## src/hdl/usv_pkg.sv

```systemverilog
// Package: shared types and constants for the UTF-8 stream validator.
`default_nettype none

package usv_pkg;

    // Width of the internal byte counter; reports saturate it to 32 bits
    localparam int OFFSET_WIDTH = 32;
    localparam int REPORT_OFFSET_WIDTH = 32;

    // Work queue between front and back end
    localparam int QUEUE_DEPTH = 4;
    localparam int QPTR_WIDTH = $clog2(QUEUE_DEPTH);

    // Configuration port
    localparam int PADDR_WIDTH = 3;
    localparam int PDATA_WIDTH = 32;
    localparam logic REG_MODE = 1'b0;   // word index of the mode register

    // Operating modes
    localparam logic [1:0] MODE_VALIDATE = 2'd0;
    localparam logic [1:0] MODE_INLINE = 2'd1;
    localparam logic [1:0] MODE_SANITISE = 2'd2;

    // Error report codes
    typedef enum logic [2:0] {
        ERR_INVALID = 3'd0,
        ERR_STRAY_CONT = 3'd1,
        ERR_CUT_ASCII = 3'd2,
        ERR_CUT_LEAD = 3'd3,
        ERR_FORBIDDEN = 3'd4,
        ERR_OVERLONG = 3'd5,
        ERR_TRUNCATED = 3'd6
    } err_code_t;

    // Byte classes; a lead's value is its sequence length
    typedef enum logic [2:0] {
        CLS_ASCII = 3'd0,
        CLS_CONT = 3'd1,
        CLS_LEAD2 = 3'd2,
        CLS_LEAD3 = 3'd3,
        CLS_LEAD4 = 3'd4,
        CLS_LEAD5 = 3'd5,
        CLS_LEAD6 = 3'd6,
        CLS_INVALID = 3'd7
    } byte_cls_t;

    // Input commands
    localparam logic CMD_DATA = 1'b0;
    localparam logic CMD_END = 1'b1;

    // Result kinds
    localparam logic KIND_BYTE = 1'b0;
    localparam logic KIND_REPORT = 1'b1;

    typedef struct packed {
        logic       command;
        logic [7:0] in_byte;
    } feed_t;

    typedef struct packed {
        logic        kind;
        logic [7:0]  out_byte;
        logic [2:0]  error_code;
        logic [31:0] error_offset;
        logic        last;
    } result_t;

    // One accepted word's worth of work for the back end
    typedef struct packed {
        logic                           has_report;
        err_code_t                      code;
        logic [REPORT_OFFSET_WIDTH-1:0] offset;
        logic                           repl;      // emit EF BF BD after the report
        logic [2:0]                     char_len;  // 0 when no character is emitted
        logic [20:0]                    cp;
    } job_t;

    // Queue status toward the back end
    typedef struct packed {
        logic empty;
        logic full;
    } q_status_t;

endpackage

`default_nettype wire

```

## src/hdl/usv_front.sv

```systemverilog
// Front end: decodes each word, tracks the open sequence and builds a job.
`default_nettype none

module usv_front
    import usv_pkg::*;
(
    input  wire        clk,
    input  wire        rst_n,
    input  wire [1:0]  mode,
    input  wire        feed_valid,
    input  wire feed_t feed,
    input  wire        q_full,
    output logic       feed_stall,
    output logic       push,
    output job_t       job
);

    localparam int CMP_WIDTH = (OFFSET_WIDTH > REPORT_OFFSET_WIDTH) ?
        OFFSET_WIDTH : REPORT_OFFSET_WIDTH;

    function automatic byte_cls_t byte_class(input logic [7:0] b);
        byte_cls_t c;
        case (b) inside
            [8'h00:8'h7F]: c = CLS_ASCII;
            [8'h80:8'hBF]: c = CLS_CONT;
            [8'hC0:8'hDF]: c = CLS_LEAD2;
            [8'hE0:8'hEF]: c = CLS_LEAD3;
            [8'hF0:8'hF7]: c = CLS_LEAD4;
            [8'hF8:8'hFB]: c = CLS_LEAD5;
            [8'hFC:8'hFD]: c = CLS_LEAD6;
            default:       c = CLS_INVALID;
        endcase
        return c;
    endfunction

    function automatic logic [30:0] lead_payload(input logic [7:0] b, input byte_cls_t c);
        logic [30:0] p;
        case (c)
            CLS_LEAD2: p = {20'd0, b[4:0], 6'd0};
            CLS_LEAD3: p = {15'd0, b[3:0], 12'd0};
            CLS_LEAD4: p = {10'd0, b[2:0], 18'd0};
            CLS_LEAD5: p = {5'd0, b[1:0], 24'd0};
            default:   p = {b[0], 30'd0};
        endcase
        return p;
    endfunction

    function automatic logic [30:0] overlong_min(input logic [2:0] slc);
        logic [30:0] m;
        case (slc)
            3'd1:    m = 31'h80;
            3'd2:    m = 31'h800;
            3'd3:    m = 31'h10000;
            3'd4:    m = 31'h200000;
            3'd5:    m = 31'h4000000;
            default: m = 31'h0;
        endcase
        return m;
    endfunction

    function automatic logic [2:0] enc_len(input logic [20:0] c);
        logic [2:0] n;
        if (c < 21'h80) n = 3'd1;
        else if (c < 21'h800) n = 3'd2;
        else if (c < 21'h10000) n = 3'd3;
        else n = 3'd4;
        return n;
    endfunction

    logic [2:0]              needed_reg, needed_next;
    logic [2:0]              slc_reg, slc_next;
    logic [30:0]             pcp_reg, pcp_next;
    logic [OFFSET_WIDTH-1:0] offset_reg, offset_next;

    logic        take;
    byte_cls_t   cls;
    logic [2:0]  needed_dec;
    logic [30:0] cont_bits;
    logic [30:0] acc;
    logic        forbidden;
    logic        has_report;
    err_code_t   code;
    logic        emit_char;
    logic [20:0] char_val;
    logic        bump;
    logic [REPORT_OFFSET_WIDTH-1:0] rep_offset;

    assign feed_stall = q_full;
    assign take = feed_valid && !q_full;
    assign cls = byte_class(feed.in_byte);
    assign needed_dec = needed_reg - 3'd1;

    // Place the continuation payload by the bytes still expected after it
    always_comb
    begin
        case (needed_dec)
            3'd0:    cont_bits = {25'd0, feed.in_byte[5:0]};
            3'd1:    cont_bits = {19'd0, feed.in_byte[5:0], 6'd0};
            3'd2:    cont_bits = {13'd0, feed.in_byte[5:0], 12'd0};
            3'd3:    cont_bits = {7'd0, feed.in_byte[5:0], 18'd0};
            3'd4:    cont_bits = {1'd0, feed.in_byte[5:0], 24'd0};
            default: cont_bits = {feed.in_byte[0], 30'd0};
        endcase
    end

    assign acc = pcp_reg | cont_bits;
    assign forbidden = (acc > 31'h10FFFF) || ((acc >= 31'hFDD0) && (acc <= 31'hFDEF)) ||
        (acc[15:1] == 15'h7FFF) || (acc[30:11] == 20'h1B);

    // Clamp the running offset for reports
    assign rep_offset = (CMP_WIDTH'(offset_reg) > CMP_WIDTH'({REPORT_OFFSET_WIDTH{1'b1}})) ?
        {REPORT_OFFSET_WIDTH{1'b1}} : REPORT_OFFSET_WIDTH'(offset_reg);

    // Decode the word against the open sequence
    always_comb
    begin
        needed_next = needed_reg;
        slc_next = slc_reg;
        pcp_next = pcp_reg;
        has_report = 1'b0;
        code = ERR_INVALID;
        emit_char = 1'b0;
        char_val = 21'd0;
        bump = 1'b0;
        if (feed.command == CMD_END)
        begin
            if (needed_reg != 3'd0)
            begin
                has_report = 1'b1;
                code = ERR_TRUNCATED;
                needed_next = 3'd0;
                bump = 1'b1;
            end
        end
        else
        begin
            bump = 1'b1;
            if (cls == CLS_INVALID)
            begin
                has_report = 1'b1;
                code = ERR_INVALID;
                needed_next = 3'd0;
            end
            else if (needed_reg == 3'd0)
            begin
                if (cls == CLS_CONT)
                begin
                    has_report = 1'b1;
                    code = ERR_STRAY_CONT;
                end
                else if (cls == CLS_ASCII)
                begin
                    pcp_next = {23'd0, feed.in_byte};
                    emit_char = 1'b1;
                    char_val = {13'd0, feed.in_byte};
                end
                else
                begin
                    needed_next = cls - 3'd1;
                    slc_next = cls - 3'd1;
                    pcp_next = lead_payload(feed.in_byte, cls);
                end
            end
            else if (cls == CLS_ASCII)
            begin
                has_report = 1'b1;
                code = ERR_CUT_ASCII;
                needed_next = 3'd0;
                pcp_next = {23'd0, feed.in_byte};
                emit_char = 1'b1;
                char_val = {13'd0, feed.in_byte};
            end
            else if (cls != CLS_CONT)
            begin
                has_report = 1'b1;
                code = ERR_CUT_LEAD;
                needed_next = cls - 3'd1;
                slc_next = cls - 3'd1;
                pcp_next = lead_payload(feed.in_byte, cls);
            end
            else
            begin
                needed_next = needed_dec;
                pcp_next = acc;
                if (needed_dec == 3'd0)
                begin
                    if (forbidden)
                    begin
                        has_report = 1'b1;
                        code = ERR_FORBIDDEN;
                    end
                    else if (acc < overlong_min(slc_reg))
                    begin
                        has_report = 1'b1;
                        code = ERR_OVERLONG;
                    end
                    else
                    begin
                        emit_char = 1'b1;
                        char_val = acc[20:0];
                    end
                end
            end
        end
    end

    // Build the job for the back end
    always_comb
    begin
        job.has_report = has_report;
        job.code = code;
        job.offset = rep_offset;
        job.repl = has_report && (mode == MODE_SANITISE);
        job.char_len = (emit_char && (mode != MODE_VALIDATE)) ? enc_len(char_val) : 3'd0;
        job.cp = char_val;
    end

    assign push = take && (job.has_report || (job.char_len != 3'd0));

    // Advance the offset, saturating
    always_comb
    begin
        offset_next = offset_reg;
        if (bump && (offset_reg != {OFFSET_WIDTH{1'b1}}))
        begin
            offset_next = offset_reg + OFFSET_WIDTH'(1);
        end
    end

    always_ff @(posedge clk or negedge rst_n)
    begin
        if (!rst_n)
        begin
            needed_reg <= 3'd0;
            slc_reg <= 3'd0;
            pcp_reg <= 31'd0;
            offset_reg <= '0;
        end
        else if (take)
        begin
            needed_reg <= needed_next;
            slc_reg <= slc_next;
            pcp_reg <= pcp_next;
            offset_reg <= offset_next;
        end
    end

endmodule

`default_nettype wire

```

## src/hdl/usv_queue.sv

```systemverilog
// Job queue: short register FIFO between the front and back end.
`default_nettype none

module usv_queue
    import usv_pkg::*;
(
    input  wire        clk,
    input  wire        rst_n,
    input  wire        push,
    input  wire job_t  push_job,
    input  wire        pop,
    output job_t       head,
    output q_status_t  status
);

    job_t                  mem_reg [QUEUE_DEPTH];
    logic [QPTR_WIDTH-1:0] wr_ptr_reg, wr_ptr_next;
    logic [QPTR_WIDTH-1:0] rd_ptr_reg, rd_ptr_next;
    logic [QPTR_WIDTH:0]   count_reg, count_next;

    assign head = mem_reg[rd_ptr_reg];
    assign status.empty = (count_reg == '0);
    assign status.full = (count_reg == (QPTR_WIDTH + 1)'(QUEUE_DEPTH));

    // Move the pointers and the fill count
    always_comb
    begin
        wr_ptr_next = push ? wr_ptr_reg + QPTR_WIDTH'(1) : wr_ptr_reg;
        rd_ptr_next = pop ? rd_ptr_reg + QPTR_WIDTH'(1) : rd_ptr_reg;
        count_next = count_reg;
        if (push && !pop)
        begin
            count_next = count_reg + (QPTR_WIDTH + 1)'(1);
        end
        else if (pop && !push)
        begin
            count_next = count_reg - (QPTR_WIDTH + 1)'(1);
        end
    end

    always_ff @(posedge clk or negedge rst_n)
    begin
        if (!rst_n)
        begin
            wr_ptr_reg <= '0;
            rd_ptr_reg <= '0;
            count_reg <= '0;
        end
        else
        begin
            wr_ptr_reg <= wr_ptr_next;
            rd_ptr_reg <= rd_ptr_next;
            count_reg <= count_next;
        end
    end

    // Store the entry
    always_ff @(posedge clk)
    begin
        if (push)
        begin
            mem_reg[wr_ptr_reg] <= push_job;
        end
    end

    a_no_push_full: assert property (@(posedge clk) disable iff (!rst_n)
        push |-> !status.full)
        else $error("job pushed into a full queue");

    a_no_pop_empty: assert property (@(posedge clk) disable iff (!rst_n)
        pop |-> !status.empty)
        else $error("job popped from an empty queue");

endmodule

`default_nettype wire

```

## src/hdl/usv_back.sv

```systemverilog
// Back end: expands each job into result words, one per cycle while not stalled.
`default_nettype none

module usv_back
    import usv_pkg::*;
(
    input  wire        clk,
    input  wire        rst_n,
    input  wire job_t  head,
    input  wire q_status_t status,
    output logic       pop,
    output logic       result_valid,
    input  wire        result_stall,
    output result_t    result
);

    localparam logic [7:0] REPL_BYTE0 = 8'hEF;
    localparam logic [7:0] REPL_BYTE1 = 8'hBF;
    localparam logic [7:0] REPL_BYTE2 = 8'hBD;

    function automatic logic [7:0] utf8_byte(input logic [20:0] c, input logic [2:0] len,
                                             input logic [2:0] idx);
        logic [7:0] b;
        case (len)
            3'd1: b = {1'b0, c[6:0]};
            3'd2: b = (idx == 3'd0) ? {3'b110, c[10:6]} : {2'b10, c[5:0]};
            3'd3:
            begin
                case (idx)
                    3'd0:    b = {4'b1110, c[15:12]};
                    3'd1:    b = {2'b10, c[11:6]};
                    default: b = {2'b10, c[5:0]};
                endcase
            end
            default:
            begin
                case (idx)
                    3'd0:    b = {5'b11110, c[20:18]};
                    3'd1:    b = {2'b10, c[17:12]};
                    3'd2:    b = {2'b10, c[11:6]};
                    default: b = {2'b10, c[5:0]};
                endcase
            end
        endcase
        return b;
    endfunction

    logic [2:0] step_reg, step_next;
    logic       valid_reg, valid_next;
    result_t    result_reg;

    logic       head_valid;
    logic       load;
    logic [3:0] total;
    logic       job_done;
    logic [2:0] rel;
    logic [2:0] char_idx;
    result_t    item;

    assign head_valid = !status.empty;
    assign load = head_valid && (!valid_reg || !result_stall);
    assign total = {3'd0, head.has_report} + (head.repl ? 4'd3 : 4'd0) + {1'b0, head.char_len};
    assign job_done = ({1'b0, step_reg} == (total - 4'd1));
    assign pop = load && job_done;
    assign rel = step_reg - {2'd0, head.has_report};
    assign char_idx = rel - (head.repl ? 3'd3 : 3'd0);

    // Select the word for the current step: report, replacement, then character
    always_comb
    begin
        item.kind = KIND_BYTE;
        item.out_byte = 8'd0;
        item.error_code = 3'd0;
        item.error_offset = 32'd0;
        item.last = job_done;
        if (head.has_report && (step_reg == 3'd0))
        begin
            item.kind = KIND_REPORT;
            item.error_code = head.code;
            item.error_offset = head.offset;
        end
        else if (head.repl && (rel < 3'd3))
        begin
            case (rel)
                3'd0:    item.out_byte = REPL_BYTE0;
                3'd1:    item.out_byte = REPL_BYTE1;
                default: item.out_byte = REPL_BYTE2;
            endcase
        end
        else
        begin
            item.out_byte = utf8_byte(head.cp, head.char_len, char_idx);
        end
    end

    // Advance through the job and hold the output word under stall
    always_comb
    begin
        step_next = step_reg;
        valid_next = valid_reg;
        if (load)
        begin
            valid_next = 1'b1;
            step_next = job_done ? 3'd0 : step_reg + 3'd1;
        end
        else if (!result_stall)
        begin
            valid_next = 1'b0;
        end
    end

    always_ff @(posedge clk or negedge rst_n)
    begin
        if (!rst_n)
        begin
            step_reg <= 3'd0;
            valid_reg <= 1'b0;
        end
        else
        begin
            step_reg <= step_next;
            valid_reg <= valid_next;
        end
    end

    always_ff @(posedge clk)
    begin
        if (load)
        begin
            result_reg <= item;
        end
    end

    assign result_valid = valid_reg;
    assign result = result_reg;

    a_step_in_job: assert property (@(posedge clk) disable iff (!rst_n)
        head_valid |-> ({1'b0, step_reg} < total))
        else $error("step beyond the job's word count");

    a_job_nonempty: assert property (@(posedge clk) disable iff (!rst_n)
        head_valid |-> (total != 4'd0) && (total <= 4'd5))
        else $error("queued job with no results or too many");

    a_step_idle: assert property (@(posedge clk) disable iff (!rst_n)
        !head_valid |-> (step_reg == 3'd0))
        else $error("step left mid-job with the queue empty");

endmodule

`default_nettype wire

```

## src/hdl/utf8_stream_validator.sv

```systemverilog
// Top level: UTF-8 stream validator with mode register and decoupled back end.
//
//  channel  | direction | handshake                     | word
//  ---------+-----------+-------------------------------+------------------------
//  feed     | in        | feed_valid / feed_stall       | feed_t: command, in_byte
//  result   | out       | result_valid / result_stall   | result_t: report or byte
//  config   | in        | APB psel/penable/pwrite/pready| mode at address 0
//
// The front end takes one word per cycle while the 4-entry job queue has room.
// The back end drains one result word per cycle when not stalled; a word that yields k
// results holds it till all are out, so the queue absorbs bursts of multi-byte output.
// With the back end idle, an accepted word is written into the job queue and its first
// result is then registered from the queue head into the back end's output word.
// Reset clears the decoder state, the byte offset, the mode, the queue and output valid.
// A stalled result holds its word; feed_stall rises only when the queue is full.
`default_nettype none

module utf8_stream_validator
    import usv_pkg::*;
(
    input  wire                    clk,
    input  wire                    rst_n,
    input  wire                    psel,
    input  wire                    penable,
    input  wire                    pwrite,
    input  wire [PADDR_WIDTH-1:0]  paddr,
    input  wire [PDATA_WIDTH-1:0]  pwdata,
    output logic [PDATA_WIDTH-1:0] prdata,
    output logic                   pready,
    input  wire                    feed_valid,
    output logic                   feed_stall,
    input  wire feed_t             feed,
    output logic                   result_valid,
    input  wire                    result_stall,
    output result_t                result
);

    logic [1:0] mode_reg, mode_next;
    logic       cfg_write;
    logic       push;
    logic       pop;
    job_t       job;
    job_t       head;
    q_status_t  status;

    // Decode the mode register write
    assign pready = 1'b1;
    assign cfg_write = psel && penable && pwrite && (paddr[PADDR_WIDTH-1] == REG_MODE);

    always_comb
    begin
        mode_next = cfg_write ? pwdata[1:0] : mode_reg;
    end

    always_comb
    begin
        prdata = (paddr[PADDR_WIDTH-1] == REG_MODE) ?
            {{(PDATA_WIDTH - 2){1'b0}}, mode_reg} : '0;
    end

    always_ff @(posedge clk or negedge rst_n)
    begin
        if (!rst_n)
        begin
            mode_reg <= MODE_VALIDATE;
        end
        else
        begin
            mode_reg <= mode_next;
        end
    end

    usv_front u_front (
        .clk        (clk),
        .rst_n      (rst_n),
        .mode       (mode_reg),
        .feed_valid (feed_valid),
        .feed       (feed),
        .q_full     (status.full),
        .feed_stall (feed_stall),
        .push       (push),
        .job        (job)
    );

    usv_queue u_queue (
        .clk      (clk),
        .rst_n    (rst_n),
        .push     (push),
        .push_job (job),
        .pop      (pop),
        .head     (head),
        .status   (status)
    );

    usv_back u_back (
        .clk          (clk),
        .rst_n        (rst_n),
        .head         (head),
        .status       (status),
        .pop          (pop),
        .result_valid (result_valid),
        .result_stall (result_stall),
        .result       (result)
    );

endmodule

`default_nettype wire
```

## config.mk

```make
export PLATFORM = sky130hd
export DESIGN_NAME = utf8_stream_validator
export DESIGN_NICKNAME = d
export VERILOG_FILES = /design/src/hdl/usv_pkg.sv /design/src/hdl/usv_front.sv /design/src/hdl/usv_queue.sv /design/src/hdl/usv_back.sv /design/src/hdl/utf8_stream_validator.sv
export SDC_FILE = /design/constraint.sdc
export NUM_CORES = 1
export LEC_CHECK = 0
export ABC_AREA = 1
export BUFFER_PORTS_ARGS = -buffer_cell sky130_fd_sc_hd__buf_4
export CAP_MARGIN = 20
export CORE_MARGIN = 1.5
export CORE_UTILIZATION = 30
export DETAILED_ROUTE_END_ITERATION = 6
export SETUP_SLACK_MARGIN = 0.1
export SYNTH_ARGS = -nofsm -noshare
export SYNTH_HDL_FRONTEND = slang
export SYNTH_SLANG_ARGS = --single-unit
```

## constraint.sdc

```tcl
create_clock -name clk -period 7.17 [get_ports clk]
set_clock_uncertainty 0.05 [all_clocks]
set_input_delay 0.717 -clock clk [delete_from_list [all_inputs] [get_ports clk]]
set_output_delay 0.717 -clock clk [all_outputs]
set_load 0.1 [all_outputs]
```

After elaboration in Yosys (flattened, before gate mapping)
Memory sizes are Yosys's and may differ from the RTL's.
Cells that the tools add are included.
W data, S select, Z words.
- memories: 1
- logic and storage cells: 236
- bits of input ports: 51
- register bits after elaboration: 127
- output and inout port bits: 80
- bits in writable memories: 244
- memory list (name ; words ; width ; rd ports ; clocked after memory_dff ; write ports ; RTL line ; text):
    u_queue.mem_reg ; 4 ; 61 ; 1 ; 0 ; 1 ; usv_queue.sv:16 ; job_t mem_reg [QUEUE_DEPTH];
- $lt $le $gt $ge: 23
- mux-type cells: 96
- add/sub/neg operators: 13
- reductions and logical operators: 49
- equality and inequality tests: 35
- bitwise gates (word level): 4
- operators with widths (kind ; number):
    $mux W31 ; 12
    $mux W21 ; 9
    $pmux W31 S5 ; 1
    $pmux W27 S5 ; 1
    $pmux W31 S4 ; 1
    $mux W3 ; 33
    $ge A8 B8 Y1 const B ; 6
    $le A8 B8 Y1 const B ; 6
    $add A32 B1 Y32 const B ; 1
    $gt A32 B32 Y1 const B ; 1
    $mux W32 ; 1
    $ne A32 B32 Y1 const B ; 1
    $ge A31 B16 Y1 const B ; 1
    $gt A31 B21 Y1 const B ; 1
    $le A31 B16 Y1 const B ; 1
    $lt A31 B31 Y1 ; 1
    $or A31 B31 Y31 ; 1
    $mux W1 ; 28
    $pmux W7 S2 ; 2
    $eq A3 B2 Y1 const B ; 9
    $pmux W8 S3 ; 1
    $logic_and A1 B1 Y1 ; 22
    $eq A3 B3 Y1 const B ; 7
    $logic_not A3 Y1 ; 7
    other kinds (35) ; 66

Depth between registers and ports, before layout
- depth in word-level cells: 37
- depth in mapped cells: 31
- mapped depth without buffers: 31

Hierarchy
From an unflattened synthesis, not the netlist that was laid out.
- cells, all modules: 1828
- area, all modules: 18136.1 µm²
- by module, submodules not included (module ; instances ; area each (µm²) ; cells each ; seq. area each (µm²)):
    usv_queue ; 1 ; 10065.9 ; 759 ; 7502.2
    usv_front ; 1 ; 4880.9 ; 703 ; 1726.7
    usv_back ; 1 ; 2837.7 ; 316 ; 1451.4
    utf8_stream_validator ; 1 ; 351.6 ; 50 ; 50.0

Worst setup path after synthesis
OpenSTA, ideal clock, no wires.
- path kind: input to register
- from: input port feed[4] (netlist bit)
- to: memory u_queue.mem_reg[0][0] (netlist bit), enable pin
- library setup time: 0.480 ns
- buffers on the path: 1
- setup slack: 1.392 ns
- arrival time: 5.248 ns
- cell stages on the path: 14
- data required time: 6.640 ns
- cells stage by stage: buf_2 -> inv_2 -> nor3_4 -> a21oi_1 -> ha_1 -> a21oi_1 -> inv_2 -> nor2_2 -> inv_2 -> a21oi_1 -> o21ai_2 -> nand2_2 -> nand2_4 -> nor2_1
- word-level cells in the longest chain between the ends: 25
- elaborated cells between the ends (all ways): 86
- ends and longest elaborated chain (item ; RTL line ; text):
    from (decl) ; utf8_stream_validator.sv:32 ; input wire feed_t feed,
    parallel branches: the longest is 21 deep, another holds $ge A31 B16 Y1 ; - ;
    $logic_or A1 B1 Y1 (*) ; usv_front.sv:218 ; assign push = take && (job.has_report || (job.char_len != 3'd0));
    $logic_and A1 B1 Y1 (*) ; usv_front.sv:218 ;
    $mux W1 (*) ; usv_queue.sv:60 ; if (push)
    $mux W1 (not written as such) (*) ; usv_queue.sv:62 ; mem_reg[wr_ptr_reg] <= push_job;
    to (decl) ; usv_queue.sv:16 ;
Mark *: on every way between the ends.

==> run summary <==
Largest family of logic cells by synthesized area = simple AND/OR/NAND/NOR gates
GP Congestion = 0.880
Pre-CTS WS = 1.99 ns
Vias post-DR = 12000
Max reg flops = 244
Synth Area in Simple Gates = 16.3%
WP data required = 7.59 ns
Number of synthesized flops with an enable pin = 289
Worst-path clk slew = 0.06 ns
Final setup vio count = 0
Gr usage total = 14.3%
Max VDD drop = 0.000286 V
CTS Buf Count = 40
Total power = 9.86 mW
Startpoint types = register
Setup ws final = 2.12 ns
Synth warnings = 0
Max_cap viols = 0
Nets = 1820
Library cells used by synthesis = 61
Largest net degree at the start of global routing = 65
Initial drt markers = 784
Initial Util = 30.2%
Die W = 244 um
Post CTS Setup Buffer Count = 0
First-pass GRT wire length = 66.5 mm
Die Y = 244 um
CTS tree = done
Total Wirelength = 42.3 mm
Adder-cell share of the synthesized area = 2.51%
Sequential area share after synthesis = 61.7%
Remaining antenna violation count after routing = 0
Post-synthesis mux area share = 0.122%
CTS HTree Levels = 2
Post-cts resize count = 0
Initial antenna violation count = 1
Overflow after GRT = 0
Max clock buf depth = 3
DP HPWL = 28.0 mm
Xor and xnor fraction of the mapped netlist area = 1.92%
Slew headroom = 31.5%
Worst-Margin Slew = 1.03 ns
Worst Path Max Fanout = 41
Vias per cell = 4.73
Maximum clock rate = 0.198 GHz
Status = finished clean
Synth Area in Compound Gates = 11.0%
Root buffer cell = clkbuf_16
Lkg Pwr = 7.68 nW
Io pins = 131
Unrepaired setup endpoints after global routing = no
Hold Slack = 0.0533 ns
Full die area = 59400 sq um
Asr flop ratio synth = 22.1%
Site Rows = 88
Core Region = 57500 sq um
Hold WC Path Type = in -> async
CTS Sinks = 371
Crit path DAT = 5.47 ns
Critical path capture point type = register
Synthesized area = 17400 sq um
Syn Area/Cell = 10.4 sq um
Mean routed wirelength per cell = 16.7 um
Synth Register Bits = 371
Post-route DRC = 0
Final core occ = 34.8%
Vias in the first global route = 11800
Final period util = 70.5%
Share of layout cells above drive strength 1 = 13.1%
Max-slew violations = 0
Antenna cells = 0
Syn Inst Count = 1664
Final Hold Vio Count = 0
Area delta synth->final = 15.1%
Crit path time final = 5.05 ns
Pwr Density = 493 nW/um^2
Hold buffers post-CTS = 0
IO buf count = 67
First drt pass iteration count = 7
Setup TNS = 0 ns
Critical setup path kind = reg -> reg
Ys flop type = edfxtp_1
Clock Latency Late Sink = 0.58 ns
-- worst max-delay path: stages (launching register included) --
cell,delay [ns]
dfrtp_4,0.48
clkinv_2,0.35
buf_4,0.44
nand2_1,0.09
a32oi_1,0.52
inv_1,0.14
ha_1,0.37
fa_1,0.45
xnor2_1,0.15
xor2_1,0.14
a2111oi_0,0.27
nand2_1,0.16
inv_1,0.10
nand2_1,0.19
ha_1,0.28
inv_1,0.09
fa_1,0.41
mux2_2,0.27
-- synthesized netlist by cell type (8+ instances only) --
cell type | number | share of area [%]
nand4_1 | 15 | 0.54
a32oi_1 | 8 | 0.40
o21ai_1 | 14 | 0.40
nand2_1 | 211 | 4.6
a21oi_1 | 92 | 2.6
o21ai_0 | 145 | 4.2
xor2_1 | 25 | 1.3
nor3_1 | 19 | 0.55
ha_1 | 30 | 2.2
inv_1 | 153 | 3.3
a32o_1 | 11 | 0.63
buf_4 | 31 | 1.3
clkbuf_1 | 41 | 0.89
dfrtp_1 | 82 | 12
inv_2 | 16 | 0.35
xnor2_1 | 13 | 0.66
edfxtp_1 | 289 | 50
nor2_1 | 254 | 5.5
nand3_1 | 65 | 1.9
o22ai_1 | 24 | 0.86
nor2_2 | 13 | 0.47
nand2_2 | 12 | 0.43
-- layout make-up --
| class | instances | area (sq um) |
|---|---|---|
| Fill cell | 5759 | 37500 |
| Sequential cell | 371 | 10700 |
| Multi-Input combinational cell | 1065 | 5690 |
| Clock buffer | 54 | 1100 |
| Tap cell | 765 | 957 |
| Timing Repair Buffer | 86 | 666 |
| Inverter | 172 | 649 |
| Clock inverter | 16 | 203 |
-- per-layer routing --
layer  vias up  part of all wire (%)  GRT usage (%)
li1       5818                     -              -
met1      5774                    46           19.5
met2       296                    46           22.6
met3        70                   5.6           2.82
met4         2                   2.8           5.05
met5         -                 0.026              0
-- through the flow --
stage          area [sq um]  cells
2_1_floorplan         17500   1693
3_3_place_gp          18700   2458
5_1_grt               20000   2529
4_1_cts               20000   2528
6_report              20000   2529
3_5_place_dp          18700   2458
-- cell families (layout without fill, tap and decap cells) --
kind of cell | Yosys count | in the layout
AND/OR/NAND/NOR | 627 | 627
flip-flops | 371 | 371
AO/OA/AOI/OAI | 334 | 334
buffers and inverters | 257 | 328
XOR/XNOR | 38 | 38
adder cells (fa/ha/maj) | 33 | 33
other | 2 | 31
multiplexers | 2 | 2
-- layout by cell type, fill, tap and decap left out, types with 5 or more instances in the layout --
cell type | Yosys | final
dfrtp_1 | 82 | 80
nand2_1 | 211 | 211
clkbuf_1 | 41 | 9
nand3_1 | 65 | 64
nand2_2 | 12 | 12
nor2_2 | 13 | 12
a32o_1 | 11 | 11
o21ai_2 | 6 | 6
inv_1 | 153 | 151
nand2_4 | 6 | 6
nor2_4 | 5 | 10
xnor2_1 | 13 | 13
buf_4 | 31 | 85
conb_1 | 2 | 31
a211oi_1 | 5 | 5
nor3_1 | 19 | 19
a31oi_1 | 5 | 5
xor2_1 | 25 | 25
or2_2 | 6 | 6
o22ai_1 | 24 | 24
clkinv_1 | 2 | 8
edfxtp_1 | 289 | 289
a21oi_1 | 92 | 92
clkbuf_8 | 0 | 5
nor4_1 | 5 | 5
ha_1 | 30 | 30
a32oi_1 | 8 | 8
nor2_1 | 254 | 250
inv_2 | 16 | 17
o21ai_1 | 14 | 14
o21ai_0 | 145 | 145
clkbuf_16 | 0 | 40
nand4_1 | 15 | 15
-- report_power, final --
group / internal [mW] / switching, mW / leakage (nW)
clock: 1.23 / 0.836 / 0.638
combinational: 1.19 / 3.46 / 3.29
sequential: 2.96 / 0.185 / 3.75
-- path summary, 6_finish.rpt --
kind                                                    from                                end  slack [ns]  cells after the start
setup / recovery           u_queue.rd_ptr_reg[0]$_DFFE_PN0P_   u_queue.count_reg[1]$_DFFE_PN0P_        2.12                     17
hold / removal                                         rst_n            mode_reg[1]$_DFFE_PN0P_        0.05                      1
setup reg to reg           u_queue.rd_ptr_reg[0]$_DFFE_PN0P_   u_queue.count_reg[1]$_DFFE_PN0P_        2.12                     17
hold reg to reg               u_front.pcp_reg[2]$_DFFE_PN0P_     u_front.pcp_reg[2]$_DFFE_PN0P_        0.44                      2
max in group asynchronous                              rst_n  u_queue.rd_ptr_reg[0]$_DFFE_PN0P_        5.86                      2
min in group clk                                   pwdata[1]            mode_reg[1]$_DFFE_PN0P_        0.34                      3
Power figures use the tool's default switching activity.
